$ cat src/rtl/lod_pkg.sv
package lod_pkg;

  localparam logic [2:0] ST_OK             = 3'd0;
  localparam logic [2:0] ST_DEADLOCK       = 3'd1;
  localparam logic [2:0] ST_MULTI_UNLOCK   = 3'd2;
  localparam logic [2:0] ST_INVALID_UNLOCK = 3'd3;
  localparam logic [2:0] ST_FULL           = 3'd4;
  localparam logic [2:0] ST_HALTED         = 3'd5;

  localparam logic ACT_ACQUIRE = 1'b0;

  typedef enum logic [3:0] {
    S_IDLE,
    S_EVAL,
    S_EDGE,
    S_ROOT,
    S_ROWW,
    S_SCAN,
    S_POPW,
    S_OUT
  } state_t;

  typedef struct packed {
    logic       latch_in;
    logic       push;
    logic       pop;
    logic       set_halt;
    logic       row_rd_top;
    logic       edge_wr;
    logic       search_init;
    logic       root_inc;
    logic       root_start;
    logic       row_cap;
    logic       t_inc;
    logic       frame_done;
    logic       pop_rd;
    logic       pop_load;
    logic       push_child;
    logic       res_set;
    logic       res_cyc;
    logic [2:0] res_code;
    logic       out_load;
  } cmd_t;

  typedef struct packed {
    logic action;
    logic halted;
    logic level_zero;
    logic level_full;
    logic top_eq_id;
    logic edge_present;
    logic root_end;
    logic root_seen;
    logic t_end;
    logic t_bit;
    logic t_seen;
    logic t_done;
    logic sp_zero;
    logic out_free;
  } stat_t;

endpackage

$ cat src/rtl/lod_ctrl.sv
module lod_ctrl
  import lod_pkg::*;
(
  input  logic  clk,
  input  logic  rst,
  input  logic  in_valid,
  output logic  in_ready,
  input  stat_t stat,
  output cmd_t  cmd
);

  state_t state, state_next;

  always_ff @(posedge clk) begin
    if (rst) begin
      state <= S_IDLE;
    end else begin
      state <= state_next;
    end
  end

  always_comb begin
    state_next = state;
    unique case (state)
      S_IDLE: begin
        if (in_valid) state_next = S_EVAL;
      end
      S_EVAL: begin
        if (!stat.halted && stat.action == ACT_ACQUIRE && !stat.level_full &&
            !stat.level_zero && !stat.top_eq_id) begin
          state_next = S_EDGE;
        end else begin
          state_next = S_OUT;
        end
      end
      S_EDGE: begin
        state_next = stat.edge_present ? S_OUT : S_ROOT;
      end
      S_ROOT: begin
        if (stat.root_end) state_next = S_OUT;
        else if (!stat.root_seen) state_next = S_ROWW;
      end
      S_ROWW: state_next = S_SCAN;
      S_SCAN: begin
        if (stat.t_end) begin
          state_next = stat.sp_zero ? S_ROOT : S_POPW;
        end else if (stat.t_bit) begin
          if (!stat.t_seen) state_next = S_ROWW;
          else if (!stat.t_done) state_next = S_OUT;
        end
      end
      S_POPW: state_next = S_ROWW;
      S_OUT: begin
        if (stat.out_free) state_next = S_IDLE;
      end
      default: state_next = S_IDLE;
    endcase
  end

  always_comb begin
    cmd = '0;
    cmd.res_code = ST_OK;
    in_ready = 1'b0;
    unique case (state)
      S_IDLE: begin
        in_ready = 1'b1;
        cmd.latch_in = in_valid;
      end
      S_EVAL: begin
        cmd.res_set = 1'b1;
        if (stat.halted) begin
          cmd.res_code = ST_HALTED;
        end else if (stat.action == ACT_ACQUIRE) begin
          if (stat.level_full) begin
            cmd.res_code = ST_FULL;
            cmd.set_halt = 1'b1;
          end else if (stat.level_zero || stat.top_eq_id) begin
            cmd.push = 1'b1;
          end else begin
            cmd.res_set = 1'b0;
            cmd.row_rd_top = 1'b1;
          end
        end else if (stat.level_zero) begin
          cmd.res_code = ST_MULTI_UNLOCK;
          cmd.set_halt = 1'b1;
        end else if (!stat.top_eq_id) begin
          cmd.res_code = ST_INVALID_UNLOCK;
          cmd.set_halt = 1'b1;
        end else begin
          cmd.pop = 1'b1;
        end
      end
      S_EDGE: begin
        if (stat.edge_present) begin
          cmd.push = 1'b1;
          cmd.res_set = 1'b1;
        end else begin
          cmd.edge_wr = 1'b1;
          cmd.search_init = 1'b1;
        end
      end
      S_ROOT: begin
        if (stat.root_end) begin
          cmd.push = 1'b1;
          cmd.res_set = 1'b1;
        end else if (stat.root_seen) begin
          cmd.root_inc = 1'b1;
        end else begin
          cmd.root_start = 1'b1;
        end
      end
      S_ROWW: cmd.row_cap = 1'b1;
      S_SCAN: begin
        if (stat.t_end) begin
          cmd.frame_done = 1'b1;
          if (stat.sp_zero) cmd.root_inc = 1'b1;
          else cmd.pop_rd = 1'b1;
        end else if (!stat.t_bit) begin
          cmd.t_inc = 1'b1;
        end else if (!stat.t_seen) begin
          cmd.push_child = 1'b1;
        end else if (!stat.t_done) begin
          // back edge to a node still on the search path
          cmd.res_set = 1'b1;
          cmd.res_cyc = 1'b1;
          cmd.res_code = ST_DEADLOCK;
          cmd.set_halt = 1'b1;
        end else begin
          cmd.t_inc = 1'b1;
        end
      end
      S_POPW: cmd.pop_load = 1'b1;
      S_OUT: cmd.out_load = stat.out_free;
      default: ;
    endcase
  end

endmodule

$ cat src/rtl/lod_dp.sv
module lod_dp
  import lod_pkg::*;
#(
  parameter int NUM_LOCKS   = 32,
  parameter int STACK_DEPTH = 16
) (
  input  logic        clk,
  input  logic        rst,
  input  logic        in_action,
  input  logic [4:0]  in_lock_id,
  input  cmd_t        cmd,
  output stat_t       stat,
  output logic        out_valid,
  input  logic        out_ready,
  output logic [2:0]  out_status,
  output logic [4:0]  out_cycle_from,
  output logic [4:0]  out_cycle_to,
  output logic [4:0]  out_held_count
);

  localparam int IW = $clog2(NUM_LOCKS);
  localparam int TW = IW + 1;
  localparam int HW = (STACK_DEPTH > 1) ? $clog2(STACK_DEPTH) : 1;
  localparam int LW = $clog2(STACK_DEPTH + 1);
  localparam int EW = IW + TW;

  logic [IW-1:0]        id;
  logic                 action;
  logic                 halted;
  logic [LW-1:0]        held_level;
  logic [LW-1:0]        level_m1;
  logic [IW-1:0]        held_mem [STACK_DEPTH];
  logic [IW-1:0]        held_top;

  logic [NUM_LOCKS-1:0] edge_mem [NUM_LOCKS];
  logic [NUM_LOCKS-1:0] row_valid;
  logic [NUM_LOCKS-1:0] mrd;
  logic                 mrv;
  logic [NUM_LOCKS-1:0] row_data;
  logic [NUM_LOCKS-1:0] row;
  logic [IW-1:0]        maddr;

  logic [EW-1:0]        stack_mem [NUM_LOCKS];
  logic [EW-1:0]        srd;
  logic [IW-1:0]        sp;
  logic [NUM_LOCKS-1:0] seen;
  logic [NUM_LOCKS-1:0] done;
  logic [TW-1:0]        root;
  logic [IW-1:0]        here;
  logic [TW-1:0]        t;

  logic [2:0]           res_status;
  logic [IW-1:0]        res_from;
  logic [IW-1:0]        res_to;

  // fold lock numbers at or above NUM_LOCKS back into range
  function automatic logic [IW-1:0] wrap_id(input logic [4:0] raw);
    logic [IW-1:0] folded;
    folded = '0;
    for (int k = 0; k < 32; k++) begin
      if (raw == 5'(k)) folded = IW'(k % NUM_LOCKS);
    end
    return folded;
  endfunction

  assign level_m1 = held_level - LW'(1);
  assign row_data = mrv ? mrd : '0;

  always_ff @(posedge clk) begin
    if (cmd.latch_in) begin
      action <= in_action;
      id     <= wrap_id(in_lock_id);
    end
  end

  // held lock stack: read the top every cycle
  always_ff @(posedge clk) begin
    if (cmd.push) held_mem[held_level[HW-1:0]] <= id;
    held_top <= held_mem[level_m1[HW-1:0]];
  end

  always_ff @(posedge clk) begin
    if (rst) begin
      held_level <= '0;
      halted     <= 1'b0;
    end else begin
      if (cmd.push) held_level <= held_level + LW'(1);
      else if (cmd.pop) held_level <= level_m1;
      if (cmd.set_halt) halted <= 1'b1;
    end
  end

  always_comb begin
    maddr = held_top;
    if (cmd.root_start) maddr = root[IW-1:0];
    else if (cmd.push_child) maddr = t[IW-1:0];
    else if (cmd.pop_load) maddr = srd[EW-1:TW];
  end

  // lock-order matrix, one row per source lock
  always_ff @(posedge clk) begin
    if (cmd.edge_wr) edge_mem[held_top] <= row_data | (NUM_LOCKS'(1) << id);
    mrd <= edge_mem[maddr];
  end

  always_ff @(posedge clk) begin
    if (rst) begin
      row_valid <= '0;
      mrv       <= 1'b0;
    end else begin
      if (cmd.edge_wr) row_valid[held_top] <= 1'b1;
      mrv <= row_valid[maddr];
    end
  end

  always_ff @(posedge clk) begin
    if (cmd.push_child) stack_mem[sp] <= {here, t + TW'(1)};
    if (cmd.pop_rd) srd <= stack_mem[sp - IW'(1)];
  end

  always_ff @(posedge clk) begin
    if (cmd.row_cap) row <= row_data;
    if (cmd.search_init) begin
      seen <= '0;
      done <= '0;
      root <= '0;
    end else begin
      if (cmd.root_inc) root <= root + TW'(1);
      if (cmd.root_start) begin
        seen[root[IW-1:0]] <= 1'b1;
        here <= root[IW-1:0];
        t    <= '0;
        sp   <= '0;
      end
      if (cmd.t_inc) t <= t + TW'(1);
      if (cmd.frame_done) done[here] <= 1'b1;
      if (cmd.pop_rd) sp <= sp - IW'(1);
      if (cmd.push_child) begin
        seen[t[IW-1:0]] <= 1'b1;
        sp   <= sp + IW'(1);
        here <= t[IW-1:0];
        t    <= '0;
      end
      if (cmd.pop_load) begin
        here <= srd[EW-1:TW];
        t    <= srd[TW-1:0];
      end
    end
  end

  always_ff @(posedge clk) begin
    if (cmd.res_set) begin
      res_status <= cmd.res_code;
      res_from   <= cmd.res_cyc ? here : '0;
      res_to     <= cmd.res_cyc ? t[IW-1:0] : '0;
    end
    if (cmd.out_load) begin
      out_status     <= res_status;
      out_cycle_from <= 5'(res_from);
      out_cycle_to   <= 5'(res_to);
      out_held_count <= 5'(held_level);
    end
  end

  always_ff @(posedge clk) begin
    if (rst) begin
      out_valid <= 1'b0;
    end else if (cmd.out_load) begin
      out_valid <= 1'b1;
    end else if (out_ready) begin
      out_valid <= 1'b0;
    end
  end

  always_comb begin
    stat.action       = action;
    stat.halted       = halted;
    stat.level_zero   = (held_level == '0);
    stat.level_full   = (held_level == LW'(STACK_DEPTH));
    stat.top_eq_id    = (held_top == id);
    stat.edge_present = row_data[id];
    stat.root_end     = (root == TW'(NUM_LOCKS));
    stat.root_seen    = seen[root[IW-1:0]];
    stat.t_end        = (t == TW'(NUM_LOCKS));
    stat.t_bit        = row[t[IW-1:0]];
    stat.t_seen       = seen[t[IW-1:0]];
    stat.t_done       = done[t[IW-1:0]];
    stat.sp_zero      = (sp == '0);
    stat.out_free     = !out_valid || out_ready;
  end

`ifndef NO_ASSERTIONS
  a_level_bound: assert property (@(posedge clk) disable iff (rst)
    held_level <= LW'(STACK_DEPTH))
    else $error("held level above stack depth");
  a_halt_sticky: assert property (@(posedge clk) disable iff (rst)
    halted |=> halted)
    else $error("halt cleared without reset");
  a_push_pop_excl: assert property (@(posedge clk) disable iff (rst)
    !(cmd.push && cmd.pop))
    else $error("push and pop in one cycle");
  a_out_hold: assert property (@(posedge clk) disable iff (rst)
    (out_valid && !out_ready) |-> !cmd.out_load)
    else $error("result overwritten while waiting");
`endif

endmodule

$ cat src/rtl/lock_order_cycle_detector_top.sv
// Halted items, releases, a full stack and acquires on an empty stack or of the top lock
//   are settled in the evaluate state; an edge already recorded adds the edge check.
// A new edge runs a depth-first search of the lock-order matrix, one matrix
//   bit per cycle while scanning a row, with a row fetch before each row.
// One request in flight: a new request is taken only after the last result is loaded out.
// Reset (synchronous) empties the held-lock stack, clears graph rows and the halt flag.
module lock_order_cycle_detector_top
  import lod_pkg::*;
#(
  parameter int NUM_LOCKS   = 32,
  parameter int STACK_DEPTH = 16
) (
  input  logic        clk,
  input  logic        rst,
  input  logic        s_tvalid,
  output logic        s_tready,
  input  logic [7:0]  s_tdata,   // [4:0] lock_id
  input  logic [0:0]  s_tuser,   // [0] action
  output logic        m_tvalid,
  input  logic        m_tready,
  output logic [23:0] m_tdata    // [2:0] status, [7:3] cycle_from, [12:8] cycle_to,
                                 // [17:13] held_count
);

  cmd_t       cmd;
  stat_t      stat;
  logic [2:0] status;
  logic [4:0] cycle_from;
  logic [4:0] cycle_to;
  logic [4:0] held_count;

  lod_ctrl u_ctrl (
    .clk      (clk),
    .rst      (rst),
    .in_valid (s_tvalid),
    .in_ready (s_tready),
    .stat     (stat),
    .cmd      (cmd)
  );

  lod_dp #(
    .NUM_LOCKS   (NUM_LOCKS),
    .STACK_DEPTH (STACK_DEPTH)
  ) u_dp (
    .clk            (clk),
    .rst            (rst),
    .in_action      (s_tuser[0]),
    .in_lock_id     (s_tdata[4:0]),
    .cmd            (cmd),
    .stat           (stat),
    .out_valid      (m_tvalid),
    .out_ready      (m_tready),
    .out_status     (status),
    .out_cycle_from (cycle_from),
    .out_cycle_to   (cycle_to),
    .out_held_count (held_count)
  );

  assign m_tdata = {6'b0, held_count, cycle_to, cycle_from, status};

endmodule
$ cat config.mk
export PLATFORM = sky130hd
export DESIGN_NAME = lock_order_cycle_detector_top
export DESIGN_NICKNAME = d
export VERILOG_FILES = /design/src/rtl/lod_pkg.sv /design/src/rtl/lod_ctrl.sv /design/src/rtl/lod_dp.sv /design/src/rtl/lock_order_cycle_detector_top.sv
export SDC_FILE = /design/constraint.sdc
export NUM_CORES = 2
export LEC_CHECK = 0
export ABC_AREA = 1
export BUFFER_PORTS_ARGS = -buffer_cell sky130_fd_sc_hd__buf_2
export CORE_MARGIN = 8
export CORE_UTILIZATION = 60
export DETAILED_ROUTE_END_ITERATION = 16
export PLACE_DENSITY = 0.73
export SLEW_MARGIN = 25
export SYNTH_ARGS = -nofsm -noshare
export SYNTH_HDL_FRONTEND = slang
export SYNTH_HIERARCHICAL = 1
export SYNTH_SLANG_ARGS = --single-unit
$ cat constraint.sdc
create_clock -name clk -period 8.3 [get_ports clk]
set_input_delay 1.66 -clock clk [delete_from_list [all_inputs] [get_ports clk]]
set_output_delay 1.66 -clock clk [all_outputs]
set_load 0.01 [all_outputs]
[Yosys cells after proc, flatten, opt, wreduce, memory -nomap -nowiden]
Memories as Yosys holds them, arrays and structs flattened. A register that Yosys moved wholly into a read port is not among the register bits.
Cells that the tools add are included.
Cells by class
  mux-type cells: 150
  bitwise logic cells: 7
  equality and inequality tests: 47
  shift-type cells: 1
  magnitude comparators: 10
  div/mod/pow operators: 0
  reduce and logical (&&, ||, !) cells: 31
  multiply operators: 0
  $add $sub $neg: 6
Operators with widths (count)
  $or A32 B32 Y32: 5
  $mux W32: 4
  $mux W4: 25
  $eq A5 B5 Y1 const B: 17
  $mux W5: 13
  $mux W1: 61
  $mux W3: 16
  $eq A5 B4 Y1 const B: 8
  $lt A5 B6 Y1 const B: 6
  $mux W6: 6
  $pmux W4 S8: 1
  $shl A1 B5 Y32 const A: 1
  $bmux W1 S5: 6
  $demux W1 S5: 4
  $eq A5 B3 Y1 const B: 4
  $ge A5 B1 Y1 const B: 4
  $mux W2: 9
  $eq A4 B3 Y1 const B: 4
  $reduce_or A16 Y1: 1
  $add A6 B1 Y6 const B: 2
  $eq A6 B6 Y1 const B: 2
  $add A5 B1 Y5 const B: 2
  $eq A5 B2 Y1 const B: 2
  $logic_not A5 Y1: 2
  other kinds (27): 47
Storage, ports and cells
  RAM bits: 1456
  memories: 3
  memory bits (read-only): 0
  register bits: 199
  input bits: 13
  latch bits: 0
  logic and storage cells: 281
Memories
  u_dp.edge_mem: words 32, bits a word 32, read ports 1, clocked after memory_dff 1, write ports 1, RTL line lod_dp.sv:35  | logic [NUM_LOCKS-1:0] edge_mem [NUM_LOCKS];
  u_dp.stack_mem: words 32, bits a word 11, read ports 1, clocked after memory_dff 1, write ports 1, RTL line lod_dp.sv:43  | logic [EW-1:0] stack_mem [NUM_LOCKS];
  u_dp.held_mem: words 16, bits a word 5, read ports 1, clocked after memory_dff 1, write ports 1, RTL line lod_dp.sv:32  | logic [IW-1:0] held_mem [STACK_DEPTH];

[Logic depth before layout (Yosys ltp)]
  depth in word-level cells: 31
  mapped depth: 26
  mapped depth without buffers: 22

[By module]
The synthesis kept the hierarchy.
Modules (own cells, without submodules)
  lod_dp: area each 70416.3 sq um, seq. area each 49547.5 sq um, cells each 6057, instances 1
  lod_ctrl: area each 501.7 sq um, seq. area each 60.1 sq um, cells each 102, instances 1
  lock_order_cycle_detector_top: area each 48.8 sq um, seq. area each 0.0 sq um, cells each 7, instances 1

[Worst setup path before layout]
OpenSTA, ideal clock, no wires.
  path kind: register -> register
  from: register u_dp.t[0]
  to: register u_dp.sp[0] (enable)
  stages on the path, launching flop included: 12
  buffers on the path: 3
  arrival: 3.793 ns
  setup time: 0.360 ns
  setup slack: 4.147 ns
  cells stage by stage: edfxtp_1 -> buf_2 -> inv_1 -> clkbuf_1 -> buf_1 -> ha_1 -> nand2_1 -> nor2_1 -> inv_1 -> nor3_1 -> inv_1 -> a31oi_1
RTL lines
  from (decl): RTL line lod_dp.sv:50  | logic [TW-1:0] t;
  from (signal assigned): RTL line lod_dp.sv:135  | if (cmd.t_inc) t <= t + TW'(1);
  from (signal assigned): RTL line lod_dp.sv:146  | t <= srd[TW-1:0];
  to (signal assigned): RTL line lod_dp.sv:137  | if (cmd.pop_rd) sp <= sp - IW'(1);
  to (signal assigned): RTL line lod_dp.sv:140  | sp <= sp + IW'(1);
  to (decl): RTL line lod_dp.sv:45  | logic [IW-1:0] sp;

==> flow_summary_export.csv <==
group,metric,value,unit
sta,finalCritPeriodShare,0.772,
sta,slew_violations,0,
die,die_w,360,um
sta,final.min_clock_period,6.41,ns
die,initial_core_util,0.603,
place,port_buffers,29,
setup_path,required,8.96,ns
hold_path,hp-class,"reg2reg",
drt,wirelength,181,mm
sta,hold_viol_final,0,
drt,num_vias,47800,
global_route,grt_antenna_before_repair,0,
cells_and_area,final_area,78200,um2
drt,wl_per_cell,23.3,um
place,gp_routability_congestion,0.889,
die,die-area,130000,um2
global_route,grt_pass1_wl,269,mm
yosys,synth.avg_cell_area,11.5,um2
global_route,grt_pass1_vias,44700,
sta,finalSetupTns,0,ns
clock_network,cts_buffers,168,
power,p_leak,28.9,nW
place,hpwl,91.1,mm
die,placementRows,126,
setup_path,regToRegSetupSlack,1.89,ns
clock_network,clock-sinks,1702,
power,power_frac_clock,0.273,
sta,slew-limit-headroom,0.264,
setup_path,critPathLaunchType,"flop",
drt,wl_met3,19.9,mm
drt,dr.first_iter.drc_count,6085,
sta,tightest_slew,1.10,ns
sta,skew,0.0281,ns
drt,drc_errors,0,
clock_network,post_cts_buffers,0,
drt,wl_met1,69.0,mm
sta,grt_setup_unrepaired,"no",
setup_path,worstSetupStartpoint,"u_dp/t[0]",
global_route,grt_max_degree,181,
setup_path,r2r-end,"u_dp/mrd[20]",
setup_path,ff2ff_path_depth,23,
power,power.density,349,nW/um2
drt,first_pass_iters,8,
drt,viasPerCell,6.17,
clock_network,cts_tree,"done",
setup_path,crit_arrival,7.07,ns
setup_path,critPathKind,"reg2reg",
die,fp.dieH,360,um
drt,highest_layer,"met4",
clock_network,cts_max_level,4,
clock_network,ctsRootBufferMaster,"clkbuf_16",
cells_and_area,diodes,0,
sta,setup_viol,0,
drt,route.met2.wl,83.8,mm
clock_network,clock_path_buffers,3,
die,core-area,118000,um2
global_route,overflow,0,
power,switchingPower,0.0102,W
place,place_ws,2.10,ns
power,switching_share,0.374,
power,internal_power,0.0171,W
setup_path,endpoint,"u_dp/mrd[20]",
run,cap_violations,0,
setup_path,r2r_start,"u_dp/t[0]",
status,outcome,"finished, final reports clean",
yosys,syn_inst,6165,
clock_network,cts.clk_slew.worst_paths,0.06,ns
cells_and_area,area_growth,10.2,%
place,placed_cell_area,72600,um2
power,ir_worst_vdd,0.343,mV
sta,hold-worst-slack,0.417,ns
yosys,syn_area,71000,um2
sta,fin_ws,1.89,ns
power,combPwrFrac,0.341,
clock_network,clk_latency,0.79,ns
cells_and_area,mostFrequentLayoutCells,"edfxtp_1 (1,552), nand2_1 (1,187), nand3_1 (599), inv_1 (595), nor2_1 (457)",
drt,ant_nets,0,
cells_and_area,fillerInstances,8295,
setup_path,worst-path-max-fanout,138,
yosys,yosys_warnings,6,
clock_network,cts_resized,0,
setup_path,crit_path_end_kind,"flop",
sta,fmax,156,MHz
power,p_seq_frac,0.386,
cells_and_area,final_common_cell,"edfxtp_1",
clock_network,ctsHoldBuffers,0,
cells_and_area,final_nets,6102,
die,io_pins,39,
global_route,track_usage,0.270,
cells_and_area,layout-drive-gt1-share,0.0793,
-- routing by layer --
metal,GRT usage,vias to the layer above
met4,0.118,0
met2,0.430,2784
met3,0.0504,537
met5,0,-
met1,0.367,22900
li1,-,21600
-- through the flow --
stage                     std cells  total power (W)  utilization
after CTS                      7750           0.0271        0.662
after global routing           7750           0.0286        0.664
after floorplan                6170           0.0172            -
after global placement         7437           0.0195        0.616
after detailed placement       7437           0.0197        0.616
final                          7750           0.0273        0.664
-- worst min-delay path by stage --
| stage | startpoint | endpoint | cells after the start |
|---|---|---|---|
| 2_1_floorplan | u_dp/res_from[0] | u_dp/out_cycle_from[0] | 0 |
| 3_3_place_gp | u_dp/res_to[0] | u_dp/out_cycle_to[0] | 0 |
| 3_5_place_dp | u_dp/res_to[0] | u_dp/out_cycle_to[0] | 0 |
| 4_1_cts | u_dp/res_to[1] | u_dp/out_cycle_to[1] | 0 |
| 5_1_grt | u_dp/res_from[0] | u_dp/out_cycle_from[0] | 0 |
| 6_report | u_dp/res_to[1] | u_dp/out_cycle_to[1] | 0 |
-- registers in the layout (all words and copies together) (netlist names), 6 cells and up --
name,flops
u_dp/row_valid,32
u_dp/srd,11
u_dp/root,6
u_dp/seen,32
u_dp/row,32
u_dp/done,32
u_dp/t,6
u_dp/held_mem,80
u_dp/stack_mem,352
u_dp/edge_mem,1024
u_dp/mrd,32
-- critical path, cell delays in order, from the launching register on --
cell and delay (ns):
edfxtp_1 0.40, inv_2 0.44, buf_4 0.69, nor2_1 0.09, o22ai_1 0.32, nand2_1 0.08, nand2_1 0.07, a221oi_1 0.06
nand2_1 0.20, inv_1 0.09, nor4_2 0.21, buf_4 0.36, inv_2 0.14, nand2_1 0.18, nand2_8 0.51, nand2_8 0.94
buf_4 0.57, nand2_1 0.11, o211ai_1 0.11, nand3_1 0.12, nand3_1 0.11, nand2_1 0.10, nand2_1 0.07, nand2_1 0.06
-- power by group through the flow --
| stage | combinational, W | sequential, W | clock, W |
|---|---|---|---|
| finish | 0.00929 | 0.0105 | 0.00745 |
| detailed placement | 0.00902 | 0.0107 | 0 |
| global route | 0.0101 | 0.0106 | 0.00787 |
| global placement | 0.00883 | 0.0107 | 0 |
| floorplan | 0.00655 | 0.0106 | 0 |
| CTS | 0.00908 | 0.0105 | 0.00752 |
-- cell type report --
| type | count | area [um2] | area share |
|---|---|---|---|
| inverter | 610 | 2310 | 0.0295 |
| tap | 1536 | 1920 | 0.0246 |
| clock inverter | 88 | 851 | 0.0109 |
| timing repair buffer | 125 | 1020 | 0.0130 |
| sequential | 1702 | 49600 | 0.634 |
| clock buffer | 225 | 4610 | 0.0590 |
| multi-input combinational | 3464 | 17900 | 0.229 |
No activity file was read; power rests on OpenSTA's default activity.
